==> src/hdl/wsvm_pkg.sv <==
// Shared types, constants and constant tables for the wavetable voice mixer.
// Depends on nothing; used by every other file in hdl/.
`timescale 1ns / 1ps

package wsvm_pkg;

	// Build-time defaults
	localparam int VOICE_COUNT = 3;
	localparam int TABLE_LEN   = 512;
	localparam int RATE_HZ     = 44100;

	// Input kinds (s_tuser)
	localparam logic [1:0] MODE_TICK     = 2'd0;
	localparam logic [1:0] MODE_NOTE_ON  = 2'd1;
	localparam logic [1:0] MODE_NOTE_OFF = 2'd2;

	// Register indexes
	localparam int CFG_IDX_W  = 2;
	localparam int CFG_DATA_W = 17;
	localparam logic [CFG_IDX_W-1:0] REG_ATTACK  = 2'd0;
	localparam logic [CFG_IDX_W-1:0] REG_RELEASE = 2'd1;
	localparam logic [CFG_IDX_W-1:0] REG_GAIN    = 2'd2;
	localparam logic [CFG_IDX_W-1:0] REG_DETUNE  = 2'd3;

	localparam int ENV_W    = 17;
	localparam int GAIN_W   = 8;
	localparam int DETUNE_W = 12;
	localparam int COEF_W   = 16;
	localparam int SAW_W    = 16;
	localparam int FILT_W   = 18;
	localparam int DELTA_W  = 19;
	localparam int PHASE_W  = 32;

	localparam logic [ENV_W-1:0]    ATTACK_RST  = 17'd149;
	localparam logic [ENV_W-1:0]    RELEASE_RST = 17'd5;
	localparam logic [GAIN_W-1:0]   GAIN_RST    = 8'd90;
	localparam logic [DETUNE_W-1:0] DETUNE_RST  = 12'd459;

	localparam logic [ENV_W-1:0] ENV_ONE   = 17'd65536;
	localparam logic [ENV_W-1:0] ENV_QUIET = 17'd65;

	localparam int SAW_TOP  = 30000;
	localparam int SAW_SPAN = 60000;

	localparam logic [7:0] DAC_MID = 8'd128;
	localparam logic [7:0] DAC_MAX = 8'd255;
	localparam logic [7:0] DAC_MIN = 8'd0;

	// Shared multiplier operand / product widths
	localparam int MUL_A_W = 40;
	localparam int MUL_B_W = 19;
	localparam int MUL_P_W = MUL_A_W + MUL_B_W;

	localparam int COEF_MIN = 3277;
	localparam int COEF_MAX = 58982;

	typedef logic [127:0][31:0]       pitch_rom_t;
	typedef logic [127:0][COEF_W-1:0] coef_rom_t;

	// Q16 Hz of notes 116..127
	localparam logic [11:0][31:0] TOP_OCTAVE = {
		32'd822074013, 32'd775934544, 32'd732384684, 32'd691279090,
		32'd652480576, 32'd615859655, 32'd581294109, 32'd548668578,
		32'd517874176, 32'd488808132, 32'd461373440, 32'd435478539
	};

	function automatic logic [31:0] note_hz_q16(input int n);
		int m;
		int sh;
		logic [31:0] v;
		m  = n + 4;
		sh = 10 - m / 12;
		v  = TOP_OCTAVE[m % 12];
		if (sh > 0) begin
			v = (v + (32'd1 << (sh - 1))) >> sh;
		end
		return v;
	endfunction

	function automatic pitch_rom_t make_pitch_rom();
		pitch_rom_t t;
		logic [63:0] hz;
		for (int n = 0; n < 128; n++) begin
			hz   = 64'(note_hz_q16(n));
			t[n] = 32'(((hz << 16) + 64'(RATE_HZ / 2)) / 64'(RATE_HZ));
		end
		return t;
	endfunction

	function automatic coef_rom_t make_coef_rom();
		coef_rom_t t;
		logic [63:0] c;
		for (int n = 0; n < 128; n++) begin
			c = (64'(note_hz_q16(n)) * 64'd16) / 64'(RATE_HZ);
			if (c < 64'(COEF_MIN)) begin
				c = 64'(COEF_MIN);
			end
			if (c > 64'(COEF_MAX)) begin
				c = 64'(COEF_MAX);
			end
			t[n] = COEF_W'(c);
		end
		return t;
	endfunction

	localparam pitch_rom_t PITCH_ROM = make_pitch_rom();
	localparam coef_rom_t  COEF_ROM  = make_coef_rom();

endpackage

==> src/hdl/wsvm_mul.sv <==
// Shared signed multiplier with a registered product.
// Depends on wsvm_pkg for operand widths.
`timescale 1ns / 1ps

module wsvm_mul (
	input  logic                                 clk,
	input  logic signed [wsvm_pkg::MUL_A_W-1:0]  a,
	input  logic signed [wsvm_pkg::MUL_B_W-1:0]  b,
	output logic signed [wsvm_pkg::MUL_P_W-1:0]  prod
);

	always_ff @(posedge clk) begin
		prod <= a * b;
	end

endmodule

==> config.mk <==
export PLATFORM = sky130hd
export DESIGN_NAME = wsvm_mul
export DESIGN_NICKNAME = d
export VERILOG_FILES = /design/src/hdl/wsvm_pkg.sv /design/src/hdl/wsvm_mul.sv
export SDC_FILE = /design/constraint.sdc
export NUM_CORES = 2
export LEC_CHECK = 0
export ABC_AREA = 1
export ABC_CLOCK_PERIOD_IN_PS = 18950
export BUFFER_PORTS_ARGS = -buffer_cell sky130_fd_sc_hd__buf_2
export CAP_MARGIN = 20
export CELL_PAD_IN_SITES_DETAIL_PLACEMENT = 1
export CELL_PAD_IN_SITES_GLOBAL_PLACEMENT = 1
export CORE_UTILIZATION = 53
export CTS_CLUSTER_DIAMETER = 40
export DETAILED_ROUTE_END_ITERATION = 8
export GPL_ROUTABILITY_DRIVEN = 0
export MAX_ROUTING_LAYER = met4
export PLACE_DENSITY = 0.95
export SLEW_MARGIN = 25
export SYNTH_ARGS = -nofsm -noshare
export SYNTH_HDL_FRONTEND = slang
export SYNTH_SLANG_ARGS = --single-unit
==> constraint.sdc <==
create_clock -name clk -period 18.95 [get_ports clk]
set_input_delay 0.9475 -clock clk [delete_from_list [all_inputs] [get_ports clk]]
set_output_delay 0.9475 -clock clk [all_outputs]
set_load 0.005 [all_outputs]
== Word level (Yosys, flattened, before mapping) ==
Index checks and enable logic that the tools add are counted.

* Memory bits (read-only): 0
* Logic and storage cells: 2
* Input port bits: 60
* Memory bits (writable): 0
* Bits in latches: 0
* Output and inout bits: 59
* Bits in registers: 59
* Memories kept: 0

* Reduce and logical (&&, ||, !) cells: 0
* Equality and inequality tests: 0
* Divide/modulo/power cells: 0
* Multiply operators: 1
* Add/sub/neg operators: 0
* Multiplexer cells: 0
* Bitwise logic cells: 0
* Magnitude comparators: 0
* Shift-type cells: 0

{| class="wikitable"
|+ Operator list
! operator !! number
|-
| multiplier 40 x 19 -> 59 bit || 1
|}

== Logic depth before layout (Yosys ltp) ==
* Depth after elaboration: 1
* Mapped depth: 28
* Gate-level depth less buffers: 26

== Worst setup path after synthesis ==
OpenSTA, ideal clock, no wires.

* Kind: input port to flip-flop
* From: in a[39] (netlist name)
* To: reg prod[56] (netlist name)
* Path buffers: 2
* Data arrival time: 6.625 ns
* Stages: 23
* Slack: 12.212 ns
* Setup time: 0.113 ns
* Path through: clkbuf_1 buf_1 nand2_1 inv_1 fa_1 fa_1 fa_1 inv_1 fa_1 inv_1 fa_1 fa_1 ha_1 ha_1 nand2_2 nor2_2 inv_1 nor2_2 and2_1 and2_1 nand2_1 nand4_1 nand2_1

* Cells in the longest elaborated chain, start to end: 1

{| class="wikitable"
|+ Ends and longest elaborated chain
! item !! RTL line !! text
|-
| from (decl) || wsvm_mul.sv:7 || <nowiki>input logic signed [wsvm_pkg::MUL_A_W-1:0] a,</nowiki>
|-
| multiplier 40 x 19 -> 59 bit || wsvm_mul.sv:13 || <nowiki>prod <= a * b;</nowiki>
|-
| to (signal assigned) || wsvm_mul.sv:13 ||
|-
| to (decl) || wsvm_mul.sv:9 || <nowiki>output logic signed [wsvm_pkg::MUL_P_W-1:0] prod</nowiki>
|}

Every way passes these cells.

== Worst setup path in the final report ==
* From: in b[7] (netlist name)
* To: reg prod[36] (netlist name)

* Cells in the longest elaborated chain, start to end: 1

{| class="wikitable"
|+ Ends and longest elaborated chain
! item !! RTL line !! text
|-
| from (decl) || wsvm_mul.sv:8 || <nowiki>input logic signed [wsvm_pkg::MUL_B_W-1:0] b,</nowiki>
|-
| multiplier 40 x 19 -> 59 bit || wsvm_mul.sv:13 ||
|}

Every way passes these cells.

==> report_table.html <==
<table>
<tr><th>Metric</th><th>Value</th></tr>
<tr><th colspan="2">Synthesis</th></tr>
<tr><td>Post-Syn Nets</td><td>approximately 4800</td></tr>
<tr><td>Adder-Cell Fraction of Synth Area</td><td>56.8%</td></tr>
<tr><td>Sequential fraction of the synthesis area</td><td>between 4 and 5%</td></tr>
<tr><td>Distinct cell type count after synthesis</td><td>27</td></tr>
<tr><td>Share of the synthesized area in compound gates (AO/OA/AOI/OAI)</td><td>0.949%</td></tr>
<tr><td>Post-synthesis mux area share</td><td>0%</td></tr>
<tr><td>Avg Cell Area, Syn</td><td>7.61 um^2</td></tr>
<tr><td>Netlist area before placement</td><td>around 29000 um^2</td></tr>
<tr><td>Number of warnings printed during yosys synthesis</td><td>0</td></tr>
<tr><td>Number of instances in the synthesized netlist</td><td>roughly 3800</td></tr>
<tr><td>Fraction of synthesized cell area in xor and xnor cells</td><td>less than 1%</td></tr>
<tr><td>Dominant combinational cell family by area after synthesis</td><td>adder cells</td></tr>
<tr><td>Flip-flop and latch count after synthesis</td><td>between 50 and 60</td></tr>
<tr><td>Area fraction in and, or, nand and nor cells after synthesis</td><td>between 20% and 30%</td></tr>
<tr><th colspan="2">Clock network</th></tr>
<tr><td>Total CTS buffers</td><td>9</td></tr>
<tr><td>Clock Pin Slew Worst Setup and Hold Paths</td><td>0.07 ns</td></tr>
<tr><td>Clock tree from TritonCTS</td><td>done</td></tr>
<tr><td>Clock sink total</td><td>59</td></tr>
<tr><td>PostCTS Resize Cnt</td><td>0</td></tr>
<tr><td>Count of hold buffers inserted by post-cts repair</td><td>0</td></tr>
<tr><td>Number of levels in the clock H-tree</td><td>3</td></tr>
<tr><td>Bufs on Longest Clock Path</td><td>2</td></tr>
<tr><td>Root buf cell</td><td>sky130_fd_sc_hd__clkbuf_16</td></tr>
<tr><td>Post-CTS Setup Bufs</td><td>0</td></tr>
<tr><th colspan="2">STA</th></tr>
<tr><td>Fmax</td><td>around 0.12 GHz</td></tr>
<tr><td>Final slew viol count</td><td>0</td></tr>
<tr><td>Final-report hold violation count</td><td>0</td></tr>
<tr><td>Tcrit/Tclk final</td><td>between 40 and 50%</td></tr>
<tr><td>Slew headroom</td><td>19.9%</td></tr>
<tr><td>Total negative setup slack</td><td>0 ns</td></tr>
<tr><td>Minimum clock period</td><td>8.42 ns</td></tr>
<tr><td>Number of endpoints failing setup at the final stage</td><td>0</td></tr>
<tr><td>RSZ-0062 raised after global routing</td><td>false</td></tr>
<tr><td>Worst Tran Pin Value</td><td>approximately 1.2 ns</td></tr>
<tr><th colspan="2">Worst setup path</th></tr>
<tr><td>Startpoint type of the worst setup path</td><td>input pin</td></tr>
<tr><td>Worst EP required</td><td>between 15 and 20 ns</td></tr>
<tr><td>Cell type with the highest occurrence count on the critical path</td><td>sky130_fd_sc_hd__fa_1</td></tr>
<tr><td>Delay of the slowest cell on the worst path</td><td>0.84 ns</td></tr>
<tr><td>Cells traversed along the worst timing path</td><td>buf_2 -&gt; nand2_1 -&gt; fa_1 -&gt; inv_1 -&gt; fa_1 -&gt; inv_1 -&gt; fa_1 -&gt; inv_1 -&gt; fa_1 -&gt; fa_1 -&gt; fa_1 -&gt; ha_1 -&gt; ha_1 -&gt; nand2_1 -&gt; nor2_1 -&gt; inv_1 -&gt; nor2_1 -&gt; nand2_1 -&gt; inv_1 -&gt; nand2_1 -&gt; nand2_1 -&gt; xor2_2</td></tr>
<tr><td>Critical path capture point type</td><td>register</td></tr>
<tr><td>Critical path start-end classification</td><td>in -&gt; reg</td></tr>
<tr><td>Crit path max fanout</td><td>40</td></tr>
<tr><td>Cell with the biggest individual delay on the critical path</td><td>sky130_fd_sc_hd__buf_2</td></tr>
<tr><td>Top cell family by delay on the critical path</td><td>adder cells</td></tr>
<tr><td>CP Buf/Inv Count</td><td>6</td></tr>
<tr><td>Arrival time of the worst setup path</td><td>about 8.6 ns</td></tr>
<tr><th colspan="2">Floorplan</th></tr>
<tr><td>Die span in y</td><td>between 200 and 250 um</td></tr>
<tr><td>Effective utilization at floorplan</td><td>a little over half</td></tr>
<tr><td>Die Span X</td><td>about 240 um</td></tr>
<tr><td>CORE AREA</td><td>about 54000 um^2</td></tr>
<tr><td>Top-level I/O count</td><td>about 120</td></tr>
<tr><td>Floorplan row count</td><td>85</td></tr>
<tr><td>Die Outline Area</td><td>roughly 56000 um^2</td></tr>
<tr><th colspan="2">Drt</th></tr>
<tr><td>First-pass iteration count of the detailed router</td><td>7</td></tr>
<tr><td>Final Routed Wirelength</td><td>approximately 120000 um</td></tr>
<tr><td>Total DRC errors in the routed layout</td><td>0</td></tr>
<tr><td>Count of vias placed by the detailed router</td><td>approximately 26000</td></tr>
<tr><td>Average wire per cell in the routed design</td><td>approximately 26 um</td></tr>
<tr><td>Antenna-violating nets left</td><td>0</td></tr>
<tr><td>DRC violation total after the first TritonRoute iteration</td><td>~2100</td></tr>
<tr><td>Ratio of routed vias to standard cells</td><td>a little under 6</td></tr>
<tr><th colspan="2">Status</th></tr>
<tr><td>Outcome</td><td>finished clean</td></tr>
<tr><th colspan="2">Place</th></tr>
<tr><td>Estimated wirelength of the detail-placed design</td><td>roughly 90000 um</td></tr>
<tr><td>Count of port buffers added during placement</td><td>around 120</td></tr>
<tr><th colspan="2">Global routing</th></tr>
<tr><td>Total global routing overflow</td><td>0</td></tr>
<tr><td>Number of antenna violations at the first check in global routing</td><td>7</td></tr>
<tr><td>GRT Resource Usage Total</td><td>between 40% and 50%</td></tr>
<tr><td>First-pass GRT wire length</td><td>about 180000 um</td></tr>
<tr><td>Maximum number of pins on one net before global-route repair</td><td>between 40 and 50</td></tr>
<tr><td>Via count of the first global-routing pass</td><td>around 31000</td></tr>
<tr><th colspan="2">Layout</th></tr>
<tr><td>Regs by FF count</td><td>prod: 59 flops</td></tr>
<tr><td>Largest register FFs</td><td>between 50 and 60</td></tr>
<tr><td>Register ranked first by flip-flop count</td><td>prod</td></tr>
<tr><td>Fraction of final layout cells sized beyond drive strength 1</td><td>around 5.3%</td></tr>
<tr><td>Final layout net count</td><td>roughly 4700</td></tr>
<tr><td>Commonest cells after routing, fill and taps aside</td><td>1220 x sky130_fd_sc_hd__nand2_1, 1164 x sky130_fd_sc_hd__inv_1, 726 x sky130_fd_sc_hd__fa_1</td></tr>
<tr><td>Fill cells</td><td>6845</td></tr>
<tr><td>Leading cell type in the layout, fill and taps excluded</td><td>sky130_fd_sc_hd__nand2_1</td></tr>
<tr><td>Layout-stage area growth over the synthesis result</td><td>4.46%</td></tr>
<tr><th colspan="2">Flow run</th></tr>
<tr><td>Maximum capacitance violations</td><td>0</td></tr>
<tr><th colspan="2">Hold path</th></tr>
<tr><td>Class of the tightest hold or removal check</td><td>in -&gt; reg</td></tr>
</table>
==> stage by stage <==
step	hold slack, ns	instance area (um^2)	std cells	setup slack, ns	utilization (%)
after floorplan	1.23	29000	3813	12.21	-
after global placement	1.32	29900	4477	11.47	55.5
after detailed placement	1.33	29900	4477	11.14	55.5
after CTS	1.05	30200	4493	11.42	56.1
after global routing	1.08	30300	4500	10.46	56.2
final	1.07	30300	4500	10.53	56.2
==> routing by layer <==
metal	GRT usage, %	vias to the layer above	share of wire, %	wire length (um)
met2	73.3	1875	49	58000
met4	42.1	0	11	13100
met5	-	-	0	0
met3	13.7	929	9.8	11600
li1	-	10400	-	-
met1	43.3	13200	31	36400
==> cells by family after synthesis <==
group | Yosys count
xor+xnor | 32
fa+ha+maj | 881
simple gates | 1459
flops | 59
buf+inv | 1329
compound gates | 53
==> cell type report <==
cell class	count	area (um^2)	share of cell area, %
inverters	1173	4400	14.5
clock inverters	6	72.6	0.240
flip-flops and latches	59	1180	3.90
repair buffers	125	666	2.20
diodes	6	15.0	0.0496
clock buffers	10	239	0.789
well taps	696	871	2.87
multi-input cells	2425	22900	75.4
==> cells in the mapped netlist <==
master                     instances  area share, %
sky130_fd_sc_hd__buf_1            25           0.32
sky130_fd_sc_hd__nand4_1          21           0.45
sky130_fd_sc_hd__nor2_2           19           0.41
sky130_fd_sc_hd__nor3_2            3           0.10
sky130_fd_sc_hd__and3_1            1          0.022
sky130_fd_sc_hd__inv_2             8           0.10
sky130_fd_sc_hd__nor2_4            4           0.16
sky130_fd_sc_hd__and2_0            1          0.022
sky130_fd_sc_hd__nor2_1          100            1.3
sky130_fd_sc_hd__nand3_1          53           0.91
sky130_fd_sc_hd__fa_1            726             50
sky130_fd_sc_hd__ha_1            155            6.7
sky130_fd_sc_hd__xnor2_1           5           0.15
sky130_fd_sc_hd__o21bai_1          4           0.10
sky130_fd_sc_hd__nor3_1            4          0.069
sky130_fd_sc_hd__xor2_1           27           0.82
sky130_fd_sc_hd__a21oi_1          40           0.69
sky130_fd_sc_hd__clkbuf_1        131            1.7
sky130_fd_sc_hd__nand2_1        1220             16
sky130_fd_sc_hd__nand3b_1          1          0.026
sky130_fd_sc_hd__inv_1          1165             15
sky130_fd_sc_hd__or2_2             6           0.13
sky130_fd_sc_hd__dfxtp_1          59            4.1
sky130_fd_sc_hd__o21ai_0           9           0.16
sky130_fd_sc_hd__nand2_2          14           0.30
sky130_fd_sc_hd__and2_1            6           0.13
sky130_fd_sc_hd__nand3_2           6           0.21
==> tightest hold or removal path, cell delays in order <==
cell and delay [ns]:
sky130_fd_sc_hd__buf_2 0.25, sky130_fd_sc_hd__nand2_1 0.14, sky130_fd_sc_hd__inv_1 0.04
==> path summary, 6_finish.rpt <==
check | from | endpoint | slack [ns] | depth (start not counted)
min | a[0] | prod[0]$_DFF_P_ | 1.07 | 3
max | b[7] | prod[36]$_DFF_P_ | 10.53 | 22
Power is left out: the tool's default activity adds up to more than one toggle a clock period on the data nets, which glitch-free logic cannot reach.
